[src/sample_statistics_engine_macros.svh]
`ifndef SAMPLE_STATISTICS_ENGINE_MACROS_SVH
`define SAMPLE_STATISTICS_ENGINE_MACROS_SVH

// same-cycle implication
`define SSE_ASSERT_SAME(label, ante, cons, msg) \
  label: assert property (@(posedge clk) disable iff (rst) (ante) |-> (cons)) \
    else $error(msg);

// next-cycle implication
`define SSE_ASSERT_NEXT(label, ante, cons, msg) \
  label: assert property (@(posedge clk) disable iff (rst) (ante) |=> (cons)) \
    else $error(msg);

`endif

[src/sse_pkg.sv]
`default_nettype none
package sse_pkg;

  localparam int CAPACITY_DEF  = 1024;
  localparam int TURN_BITS_DEF = 16;

  localparam int SEED_W   = 32;
  localparam int TURNS_W  = 16;
  localparam int GAMES_W  = 11;
  localparam int MED_W    = 17;
  localparam int MEAN_W   = 24;
  localparam int SD_W     = 23;

  typedef enum logic [3:0] {
    OP_NONE,
    OP_OBS,
    OP_SEL_START,
    OP_SCAN,
    OP_SEL_BIT,
    OP_MED_LATCH,
    OP_MUL1_START,
    OP_MUL2_START,
    OP_MUL_STEP,
    OP_DIVM_START,
    OP_DIVV_START,
    OP_DIV_STEP,
    OP_SQRT_START,
    OP_SQRT_STEP,
    OP_RESULT
  } dp_op_t;

  typedef struct packed {
    dp_op_t op;
    logic   second;
  } dp_cmd_t;

  typedef struct packed {
    logic empty;
    logic odd;
    logic scan_done;
    logic bit_last;
    logic step_last;
    logic out_free;
  } dp_status_t;

endpackage
`default_nettype wire

[src/sse_ctrl.sv]
`default_nettype none
module sse_ctrl (
  input  wire logic                clk,
  input  wire logic                rst,
  input  wire logic                in_valid,
  input  wire logic                kind,
  output logic                     in_stall,
  output sse_pkg::dp_cmd_t         cmd,
  input  wire sse_pkg::dp_status_t status
);

  typedef enum logic [4:0] {
    S_IDLE,
    S_SEL_START,
    S_SCAN,
    S_SEL_BIT,
    S_MED_LATCH,
    S_MUL1_START,
    S_MUL1,
    S_MUL2_START,
    S_MUL2,
    S_DIVM_START,
    S_DIVM,
    S_DIVV_START,
    S_DIVV,
    S_SQRT_START,
    S_SQRT,
    S_RESULT
  } state_t;

  state_t state;
  logic   second;

  always_ff @(posedge clk) begin
    if (rst) begin
      state  <= S_IDLE;
      second <= 1'b0;
    end else begin
      case (state)
        S_IDLE: begin
          if (in_valid && kind) begin
            second <= 1'b0;
            state  <= status.empty ? S_RESULT : S_SEL_START;
          end
        end
        S_SEL_START: state <= S_SCAN;
        S_SCAN: begin
          if (status.scan_done) state <= S_SEL_BIT;
        end
        S_SEL_BIT: state <= status.bit_last ? S_MED_LATCH : S_SCAN;
        S_MED_LATCH: begin
          if (!status.odd && !second) begin
            second <= 1'b1;
            state  <= S_SEL_START;
          end else begin
            state <= S_MUL1_START;
          end
        end
        S_MUL1_START: state <= S_MUL1;
        S_MUL1: begin
          if (status.step_last) state <= S_MUL2_START;
        end
        S_MUL2_START: state <= S_MUL2;
        S_MUL2: begin
          if (status.step_last) state <= S_DIVM_START;
        end
        S_DIVM_START: state <= S_DIVM;
        S_DIVM: begin
          if (status.step_last) state <= S_DIVV_START;
        end
        S_DIVV_START: state <= S_DIVV;
        S_DIVV: begin
          if (status.step_last) state <= S_SQRT_START;
        end
        S_SQRT_START: state <= S_SQRT;
        S_SQRT: begin
          if (status.step_last) state <= S_RESULT;
        end
        S_RESULT: begin
          if (status.out_free) state <= S_IDLE;
        end
        default: state <= S_IDLE;
      endcase
    end
  end

  assign in_stall = (state != S_IDLE);

  always_comb begin
    cmd.second = second;
    case (state)
      S_IDLE:       cmd.op = (in_valid && !kind) ? sse_pkg::OP_OBS : sse_pkg::OP_NONE;
      S_SEL_START:  cmd.op = sse_pkg::OP_SEL_START;
      S_SCAN:       cmd.op = sse_pkg::OP_SCAN;
      S_SEL_BIT:    cmd.op = sse_pkg::OP_SEL_BIT;
      S_MED_LATCH:  cmd.op = sse_pkg::OP_MED_LATCH;
      S_MUL1_START: cmd.op = sse_pkg::OP_MUL1_START;
      S_MUL1:       cmd.op = sse_pkg::OP_MUL_STEP;
      S_MUL2_START: cmd.op = sse_pkg::OP_MUL2_START;
      S_MUL2:       cmd.op = sse_pkg::OP_MUL_STEP;
      S_DIVM_START: cmd.op = sse_pkg::OP_DIVM_START;
      S_DIVM:       cmd.op = sse_pkg::OP_DIV_STEP;
      S_DIVV_START: cmd.op = sse_pkg::OP_DIVV_START;
      S_DIVV:       cmd.op = sse_pkg::OP_DIV_STEP;
      S_SQRT_START: cmd.op = sse_pkg::OP_SQRT_START;
      S_SQRT:       cmd.op = sse_pkg::OP_SQRT_STEP;
      S_RESULT:     cmd.op = status.out_free ? sse_pkg::OP_RESULT : sse_pkg::OP_NONE;
      default:      cmd.op = sse_pkg::OP_NONE;
    endcase
  end

endmodule
`default_nettype wire

[config.mk]
export PLATFORM = sky130hd
export DESIGN_NAME = sse_ctrl
export DESIGN_NICKNAME = d
export VERILOG_FILES = /design/src/sample_statistics_engine_macros.svh /design/src/sse_pkg.sv /design/src/sse_ctrl.sv
export SDC_FILE = /design/constraint.sdc
export NUM_CORES = 1
export LEC_CHECK = 0
export ABC_AREA = 0
export BUFFER_PORTS_ARGS = -buffer_cell sky130_fd_sc_hd__buf_2
export CORE_AREA = 5 5 42 44
export DETAILED_ROUTE_END_ITERATION = 16
export DIE_AREA = 0 0 47 49
export HOLD_SLACK_MARGIN = 0.12
export PLACE_DENSITY = 0.71
export SLEW_MARGIN = 20
export SYNTH_ARGS = -nofsm -noshare
export SYNTH_HDL_FRONTEND = slang
export SYNTH_SLANG_ARGS = --single-unit
[constraint.sdc]
create_clock -name clk -period 1.87 [get_ports clk]
set_clock_uncertainty 0.15 [all_clocks]
set_input_delay 0.374 -clock clk [delete_from_list [all_inputs] [get_ports clk]]
set_output_delay 0.374 -clock clk [all_outputs]
set_load 0.03 [all_outputs]
Yosys cells after proc, flatten, opt, wreduce, memory -nomap -nowiden
Cells that the tools add are included.
- equal/unequal tests: 24
- multiplexer cells: 18
- reductions and logical operators: 13
- operators with widths (cell ; count):
    case mux 5 bit (16 select lines) ; 1
    case mux 4 bit (14 select lines) ; 1
    == test 5 x 4 -> 1 bit (second input constant) ; 8
    2-to-1 mux 5 bit ; 8
    == test 5 x 3 -> 1 bit (second input constant) ; 4
    != test 2 bit (second input constant) ; 9
    == test 5 x 2 -> 1 bit (second input constant) ; 2
    2-to-1 mux 4 bit ; 2
    AND reduction 8 bit ; 1
    2-to-1 mux 3 bit ; 2
    == test 5 x 1 -> 1 bit (second input constant) ; 1
    zero test 5 bit ; 1
    nonzero test 5 bit ; 1
    OR reduction 2 bit ; 2
    logical AND 1 bit ; 3
    zero test 1 bit ; 3
    2-to-1 mux 1 bit ; 3
    AND reduction 3 bit ; 1
    case mux 1 bit (2 select lines) ; 1
    nonzero test 2 bit ; 1
- flip-flop bits (word level): 6
- bits of input ports: 10
- logic and storage cells: 57
- output and inout bits: 6

Depth between registers and ports, before layout
Gate-level depths: netlist of the first run.
- word-level depth: 4
- mapped depth: 6
- gate-level depth less buffers: 5

Worst setup path before layout of the first run
OpenSTA, ideal clock, no wires.
- kind: register to output
- start: reg state[0]
- end: out cmd[1] (netlist name)
- buffers on the path: 2
- stages on the path, launching flop included: 5
- data required time: 1.346 ns
- arrival time: 1.441 ns
- path slack: -0.095 ns
- path through: dfxtp_1 -> buf_6 -> clkbuf_1 -> mux2i_1 -> o221ai_1
- RTL lines (element ; line ; RTL):
    start, declared ; sse_ctrl.sv:31 ; state_t state;
    start signal, assigned ; sse_ctrl.sv:43 ; state <= status.empty ? S_RESULT : S_SEL_START;
    start signal, assigned ; sse_ctrl.sv:50 ; S_SEL_BIT: state <= status.bit_last ? S_MED_LATCH : S_SCAN;
    end, declared ; sse_ctrl.sv:8 ; output sse_pkg::dp_cmd_t cmd,

Final worst setup path of the first run
- start: reg state[2]
- end: out in_stall
- word-level cells in the longest chain between the ends: 1
- ends and longest elaborated chain (element ; line ; RTL):
    nonzero test 5 bit ; sse_ctrl.sv:87 ; assign in_stall = (state != S_IDLE);
    end, declared ; sse_ctrl.sv:7 ; output logic in_stall,
No other way between the ends.

==> results.sh, run 1 <==
export IMPL_max_slew_margin_pct=80.09
export IMPL_root_buffer="clkbuf_4"
export IMPL_wire_per_inst_um=13.30
export IMPL_start_util_pct=40.36
export IMPL_cts_clk_slew_worst_paths_ns=0.04
export IMPL_worst_slew_pin_slew_ns=0.2961
export IMPL_hp_class="in2reg"
export IMPL_clock_path_buffers=2
export IMPL_rsz0062_at_grt="true"
export IMPL_worstPathRequired_ns=1.35
export IMPL_syn_avg_cell_area_um2=7.965
export IMPL_synthDistinctLibCells=36
export IMPL_max_cap_violations=0
export IMPL_route_detailed_drc=0
export IMPL_drv_slew=0
export IMPL_fin_area_um2=782.0
export IMPL_dp_cells=105
export IMPL_pin_count=16
export IMPL_ys_top_cells_by_area="dfxtp_1 (18%), a21oi_1 (5.3%), a211oi_1 (5.3%), o32ai_4 (4.9%), xnor2_1 (4.6%)"
export IMPL_path_max_fanout=5
export IMPL_diodes=0
export IMPL_synthAdderAreaFrac_pct=0
export IMPL_nNetsFinal=105
export IMPL_cts_num_sinks=5
export IMPL_violations="setup timing"
export IMPL_core_mm2=0.001401
export IMPL_final_setup_worst_slack_ns=-0.01008
export IMPL_setup_viol=1
export IMPL_finalHoldViolations=0
export IMPL_netlist_area_um2=565.5
export IMPL_synth_top_area_share_pct=17.70
export IMPL_status="finished, violations left"
export IMPL_synth_mux_area_share_pct=3.540
export IMPL_cts_tree="built"
export IMPL_fin_cells=110
export IMPL_syn_num_nets=81
export IMPL_die_h_um=49
export IMPL_ys_ff_latch=5
export IMPL_mostFrequentLayoutCells="buf_2 (11), buf_4 (11), o21ai_1 (5), a21oi_1 (5)"
export IMPL_synthCells=71
export IMPL_grt_remaining_overflow=0
export IMPL_critical_path_startpoint_type="flip-flop"
export IMPL_fp_dieW_um=47
export IMPL_clk_insertion_delay_late_ns=0.24
export IMPL_fin_hold_ws_ns=0.1910
export IMPL_period_share_pct=100.5
export IMPL_finalSetupTns_ns=-0.01008
export IMPL_synth_top_family_by_area="compound AO/OA/AOI/OAI gates"
export IMPL_fmax_ghz=0.5319
export IMPL_grt_pass1_vias=618
export IMPL_synth_xor_area_share_pct=4.646
export IMPL_grt_max_degree=17
export IMPL_rows=14
export IMPL_fin_crit_ns=1.880
export IMPL_drt_pass1_iter_count=4
export IMPL_num_vias=611
export IMPL_yosys_warnings=0
export IMPL_syn_to_final_growth_pct=38.27
export IMPL_peakVddDrop_mv=0.9570
export IMPL_dp_hpwl_um=1158
export IMPL_power_density_mw_per_mm2=2182
export IMPL_crit_type="reg2out"
export IMPL_grt_pass1_wl_um=2656
export IMPL_grt_use_total_pct=15.07
export IMPL_portBuffers=15
export IMPL_place_gp_congestion=0.8734
export IMPL_synth_compound_area_share_pct=40.93
export IMPL_viasPerCell=5.555
export IMPL_placed_area_um2=698.2
export IMPL_synth_simple_area_share_pct=21.46
export IMPL_routed_wl_um=1463
export IMPL_htreeDepth=1
export IMPL_antenna_found_initial=0
export IMPL_drt_iter0_markers=7
export IMPL_die_area_mm2=0.002303
export IMPL_ant_nets=0
export IMPL_cts_buffers=3
export IMPL_p_leak_uw=0.0003250
export IMPL_crit_arrival_ns=1.36
export IMPL_yosysTopAreaCell="dfxtp_1"
export IMPL_endpoint_kind="primary output"
export IMPL_drive_gt1_share_pct=48.94
export IMPL_ys_seq_area_share_pct=17.70
[cell type report]
| class | count | area, µm² |
|---|---|---|
| inverters | 5 | 18.77 |
| well taps | 16 | 20.02 |
| repair buffers | 26 | 182.7 |
| clock buffers | 4 | 26.28 |
| multi-input cells | 54 | 424.2 |
| fillers | 143 | 619.3 |
| flip-flops and latches | 5 | 110.1 |
[routing by layer]
metal | vias up | share of wire [%] | GRT usage (%)
li1 | 314 | - | -
met1 | 279 | 44 | 19.34
met2 | 16 | 50 | 21.95
met3 | 2 | 5.1 | 5.535
met4 | 0 | 0.96 | 6.452
met5 | - | 0 | 0
[report_power, final]
group	internal [µW]	switching (µW)
registers	169	93.6
clock network	80.6	42.9
logic	636	685
total	885	821
[path summary, 6_finish.rpt]
check,to,start,cells after the start,slack (ns)
setup / recovery,in_stall,state[2],3,-0.01
hold / removal,state[2],rst,2,0.19
setup reg to reg,state[3],state[2],6,0.13
hold reg to reg,second,second,2,0.38
[cells in the mapped netlist, drive strengths merged]
library cell and instances:
o221ai 1, o311ai 1, a311oi 1, mux2i 2
xnor2 3, a211oi 4, o22ai 1, a21o 1
o22a 1, nand2 4, dfxtp 5, inv 5
nand2b 3, nor3b 1, nand4b 1, a31o 1
clkbuf 1, a21oi 8, nor4b 1, and2 1
buf 6, o32ai 2, o31ai 1, and3 1
o21ai 7, nor2 4, or4 2, nand3 1
o211a 1
[state kept, by name (all words and copies together) (netlist names)]
| register | flops |
|---|---|
| second | 1 |
| state | 4 |
[through the flow]
step	setup slack (ns)	util (%)	total power, µW
global route	-0.05117	55.80	1850
global placement	0.03957	49.82	1410
detailed placement	-0.01250	49.82	1427
CTS	-0.01467	54.02	1665
finish	-0.01008	55.80	1706
floorplan	0.04717	-	1133
[critical path: stages (launching register included)]
cell and delay (ns):
dfxtp_2 0.34, buf_4 0.16, or4_4 0.46, buf_6 0.16
[logic make-up after synthesis]
| group | after synthesis |
|---|---|
| AOI/OAI and AO/OA | 30 |
| xor gates and xnor gates | 3 |
| buffers and inverters | 12 |
| DFF | 5 |
| muxes | 2 |
| and+or+nand+nor | 19 |
[repair_timing]
| action | CTS | global route |
|---|---|---|
| gates resized for setup | 14 | 4 |
| endpoints found under the setup margin | 5 | 4 |
| setup buffers | 0 | 1 |
| pin swaps | 1 | 1 |
| hold buffers | 0 | 0 |
Note: power is estimated with default switching activity, not from simulation.
==> inputs of run 2 (changes only) <==
Settings changed: SETUP_SLACK_MARGIN set to 0.5.
==> results.sh, run 2 (synthesized netlist as in run 1, its figures left out) <==
export IMPL_status="finished, final reports clean"
export IMPL_grt_met2_usage_pct=26.70
export IMPL_portBuffers=15
export IMPL_p_clk_share_pct=5.8
export IMPL_worstPathRequired_ns=1.35
export IMPL_hp_class="in2reg"
export IMPL_root_buffer="clkbuf_4"
export IMPL_max_slew_margin_pct=73.35
export IMPL_switchingPower_uw=966.5
export IMPL_num_vias=636
export IMPL_peakVddDrop_mv=1.058
export IMPL_grt_max_degree=16
export IMPL_whs_path_depth=2
export IMPL_combPwrFrac_pct=80.7
export IMPL_grt_pass1_wl_um=2739
export IMPL_path_buf_inv=1
export IMPL_p_sw_share_pct=46.46
export IMPL_start_util_pct=40.36
export IMPL_fmax_ghz=0.5379
export IMPL_fin_cells=114
export IMPL_nNetsFinal=109
export IMPL_top_regs="state (4), second (1)"
export IMPL_core_mm2=0.001401
export IMPL_regArea_um2=110.1
export IMPL_busiest_layer="met2"
export IMPL_cts_tree="built"
export IMPL_rows=14
export IMPL_grtUsageMet1_pct=19.34
export IMPL_ant_nets=0
export IMPL_finalPower_uw=2080
export IMPL_largest_register_ffs=4
export IMPL_max_cap_violations=0
export IMPL_reg2reg_depth=6
export IMPL_cts_buffers=3
export IMPL_crit_type="reg2out"
export IMPL_setup_viol=0
export IMPL_pin_count=16
export IMPL_grt_use_total_pct=15.42
export IMPL_intPower_uw=1114
export IMPL_die_area_mm2=0.002303
export IMPL_grt_pass1_vias=634
export IMPL_post_route_util_pct=67.86
export IMPL_endpoint_kind="primary output"
export IMPL_routed_wl_um=1659
export IMPL_dp_cells=104
export IMPL_grt_use_met3_pct=2.583
export IMPL_die_h_um=49
export IMPL_final_common_cell="buf_4"
export IMPL_max_stage_delay_ns=0.54
export IMPL_wire_per_inst_um=14.55
export IMPL_diodes=0
export IMPL_crit_arrival_ns=1.33
export IMPL_crit_cells=2
export IMPL_grt_remaining_overflow=0
export IMPL_antenna_found_initial=0
export IMPL_power_density_mw_per_mm2=2187
export IMPL_fp_dieW_um=47
export IMPL_viasPerCell=5.579
export IMPL_rsz0062_at_grt="true"
export IMPL_period_share_pct=99.41
export IMPL_cts_hold_buf=0
export IMPL_multi_input_area_um2=518.0
export IMPL_path_max_fanout=12
export IMPL_num_fill_cells=107
export IMPL_place_gp_congestion=0.8380
export IMPL_cp_slowest_cell="or4_4"
export IMPL_fin_crit_ns=1.859
export IMPL_worst_slew_pin_slew_ns=0.3991
export IMPL_p_leak_uw=0.0003814
export IMPL_clock_path_buffers=2
export IMPL_critical_path_startpoint_type="flip-flop"
export IMPL_drive_gt1_share_pct=67.35
export IMPL_syn_to_final_growth_pct=68.14
export IMPL_route_detailed_drc=0
export IMPL_cts_clk_slew_worst_paths_ns=0.04
export IMPL_drv_slew=0
export IMPL_mostFrequentLayoutCells="buf_4 (13), buf_2 (10)"
export IMPL_cp_top_family="simple AND/OR/NAND/NOR gates"
export IMPL_htreeDepth=1
export IMPL_regMostFlops="state"
export IMPL_drt_iter0_markers=8
export IMPL_clk_insertion_delay_late_ns=0.23
export IMPL_dp_hpwl_um=1136
export IMPL_cp_cell_sequence="or4_4 -> buf_6"
export IMPL_finalHoldViolations=0
export IMPL_p_seq_share_pct=13.5
export IMPL_cts_num_sinks=5
export IMPL_drt_pass1_iter_count=4
## run 2: changes by cell type in the layout (fill, tap and decap cells not counted), sizes merged
cell / previous run / this run
buf: 26 / 28
bufbuf: 0 / 1
clkbuf: 4 / 5
## run 2: timing repair
item / 4_1_cts / 5_1_grt
pin swaps: 5 / 5
setup endpoints to repair: 10 / 10
gates resized for setup: 24 / 14
buffers inserted: 3 / 2
cloned: 1 / 0
## run 2: power groups by stage
stage               registers, µW  clock network (µW)  logic (µW)
floorplan                     184                   0        1000
global placement              237                   0        1230
detailed placement            239                   0        1240
CTS                           271                 123        1530
global route                  291                 135        1790
finish                        282                 120        1680
## run 2: layer usage
metal  routed length [µm]  vias to the layer above
met5                    0                        -
met4                    0                        0
met3                   57                        0
met2                  903                       10
met1                  698                      306
li1                     -                      320
## run 2: area by class of cell
| cell class | instances | share of cell area, % |
|---|---|---|
| clock buffer | 4 | 2.763 |
| tap | 16 | 2.105 |
| sequential | 5 | 11.58 |
| inverter | 5 | 2.500 |
| timing repair buffer | 30 | 26.58 |
| multi-input combinational | 54 | 54.47 |
## run 2: stage by stage
stage | worst slack, ns | hold slack (ns) | area [µm²] | setup TNS [ns]
floorplan | 0.1816 | 0.2864 | 596.8 | 0
global placement | 0.03585 | 0.3579 | 719.4 | 0
detailed placement | -0.02206 | 0.3939 | 719.4 | -0.02206
CTS | 0.01444 | 0.1929 | 879.6 | 0
global route | -0.02247 | 0.2168 | 950.9 | -0.06106
finish | 0.01101 | 0.2142 | 950.9 | 0
## run 2: worst paths after layout
check                           slack [ns]     start  endpoint
worst min-delay path                  0.21       rst  state[2]
worst min register to register        0.39    second    second
worst max register to register        0.06  state[1]  state[2]
worst max-delay path                  0.01  state[1]  in_stall
## run 2: worst register-to-register path: cells and delay by family, from the launching register on
| family | cells | cell delay [ns] |
|---|---|---|
| buf+inv | 1 | 0.17 |
| compound gates | 3 | 0.32 |
| flops | 1 | 0.40 |
| simple gates | 2 | 0.69 |
==> inputs of run 3 (changes only) <==
Settings changed: CORE_AREA 5 5 42 44 to not set, CORE_MARGIN set to 5, CORE_UTILIZATION set to 30, DIE_AREA 0 0 47 49 to not set, PLACE_DENSITY 0.71 to 0.55.
==> results.sh, run 3 (synthesized netlist as in run 1, its figures left out) <==
export IMPL_status="finished, violations left"
export IMPL_violations="setup timing"
export IMPL_hp_class="in2reg"
export IMPL_path_max_fanout=6
export IMPL_max_stage_delay_ns=0.49
export IMPL_crit_arrival_ns=1.38
export IMPL_drv_slew=0
export IMPL_finalHoldViolations=0
export IMPL_htreeDepth=1
export IMPL_grt_pass1_vias=647
export IMPL_ant_nets=0
export IMPL_route_detailed_drc=0
export IMPL_max_slew_margin_pct=73.83
export IMPL_num_fill_cells=159
export IMPL_p_leak_uw=0.0004385
export IMPL_place_gp_congestion=0.8277
export IMPL_clock_path_buffers=2
export IMPL_cp_endpoint="in_stall"
export IMPL_grt_remaining_overflow=0
export IMPL_rr_endpoint="state[3]"
export IMPL_max_cap_violations=0
export IMPL_cp_slowest_cell="or4_4"
export IMPL_cp_common_cell="buf_6"
export IMPL_clk_insertion_delay_late_ns=0.25
export IMPL_die_area_mm2=0.002854
export IMPL_power_density_mw_per_mm2=2198
export IMPL_setup_viol=4
export IMPL_fin_crit_ns=1.902
export IMPL_fin_cells=132
export IMPL_diodes=0
export IMPL_core_mm2=0.001764
export IMPL_reg2reg_slack_ns=-0.01
export IMPL_period_share_pct=101.7
export IMPL_r2r_start="state[0]"
export IMPL_endpoint_kind="primary output"
export IMPL_crit_type="reg2out"
export IMPL_final_setup_worst_slack_ns=-0.03152
export IMPL_start_util_pct=32.06
export IMPL_syn_to_final_growth_pct=89.82
export IMPL_mostFrequentLayoutCells="buf_4 (18), buf_6 (11), buf_2 (9)"
export IMPL_largest_register_ffs=4
export IMPL_num_vias=717
export IMPL_cts_tree="built"
export IMPL_reg2reg_depth=7
export IMPL_pin_count=16
export IMPL_peakVddDrop_mv=1.024
export IMPL_top_regs="state (4), second (1)"
export IMPL_worstPathRequired_ns=1.35
export IMPL_rows=15
export IMPL_dp_hpwl_um=1238
export IMPL_dp_cells=117
export IMPL_cts_clk_slew_worst_paths_ns=0.05
export IMPL_critical_path_startpoint_type="flip-flop"
export IMPL_portBuffers=15
export IMPL_cts_buffers=3
export IMPL_fmax_ghz=0.5259
export IMPL_rsz0062_at_grt="true"
export IMPL_die_h_um=53.42
export IMPL_drt_iter0_markers=31
export IMPL_grt_pass1_wl_um=2711
export IMPL_regMostFlops="state"
export IMPL_wire_per_inst_um=16.06
export IMPL_routed_wl_um=2120
export IMPL_drive_gt1_share_pct=70.09
export IMPL_root_buffer="clkbuf_4"
export IMPL_drt_pass1_iter_count=4
export IMPL_fp_dieW_um=53.42
export IMPL_final_common_cell="buf_4"
export IMPL_cp_cell_sequence="buf_6 -> or4_4 -> buf_6"
export IMPL_post_route_util_pct=60.85
export IMPL_grt_use_total_pct=13.00
export IMPL_grt_max_degree=17
export IMPL_viasPerCell=5.432
export IMPL_cts_num_sinks=5
export IMPL_worst_slew_pin_slew_ns=0.3900
export IMPL_nNetsFinal=118
export IMPL_antenna_found_initial=0
export IMPL_fin_hold_ws_ns=0.1956
export IMPL_crit_path_start="state[1]"
-- run 3: cell types whose count changed in the layout (fill, tap and decap cells not counted), moves of 2 or more --
cell | before | now
buf_6 | 4 | 11
buf_4 | 13 | 18
o21ai_2 | 4 | 1
o21ai_4 | 0 | 2
-- run 3: repair_timing --
action | CTS | global route
hold buffers | 0 | 0
setup buffers | 5 | 6
endpoints found under the setup margin | 10 | 11
pin swaps | 4 | 7
gates resized for setup | 22 | 34
-- run 3: through the flow --
step	setup TNS, ns	instance area, µm²	power [µW]	worst slack [ns]
after floorplan	0	596.8	1185	0.1816
final	-0.08793	1074	2359	-0.03152
after detailed placement	-0.04972	748.2	1511	-0.04972
after global routing	-0.3109	1074	2489	-0.06932
after CTS	-0.09864	874.6	1904	-0.06272
after global placement	-0.02121	748.2	1505	-0.02121
-- run 3: worst min-delay path by stage --
| stage | startpoint | cells past startpoint | slack (ns) | endpoint |
|---|---|---|---|---|
| after global placement | second | 2 | 0.36 | second |
| after floorplan | rst | 1 | 0.29 | state[2] |
| after global routing | rst | 2 | 0.20 | state[2] |
| after detailed placement | second | 2 | 0.37 | second |
| after CTS | rst | 2 | 0.19 | state[2] |
| final | rst | 2 | 0.20 | state[2] |
-- run 3: metal layers --
metal	track usage, %	wire (µm)
met1	15.97	807
met3	4.507	145
met2	20.61	1107
met4	4.681	60
met5	0	0
-- run 3: worst max-delay path, delay by kind of cell (launching register included) --
kind,cells,cell delay [ns]
flip-flops,1,0.35
buffers and inverters,2,0.29
AND/OR/NAND/NOR,1,0.49
-- run 3: power breakdown --
group,switching [µW],total (µW),leakage (µW),internal [µW]
logic,950,1960,0.000380,1010
registers,97.2,271,0.0000435,173
clock network,45.2,126,0.0000150,80.7
total,1090,2360,0.000438,1270
-- run 3: cell type report --
| cell class | instances | area, µm² | share of cell area, % |
|---|---|---|---|
| inverter | 5 | 18.77 | 1.748 |
| clock buffer | 4 | 26.28 | 2.448 |
| sequential | 5 | 112.6 | 10.49 |
| tap | 25 | 31.28 | 2.914 |
| timing repair buffer | 39 | 324.1 | 30.19 |
| multi-input combinational | 54 | 560.5 | 52.21 |
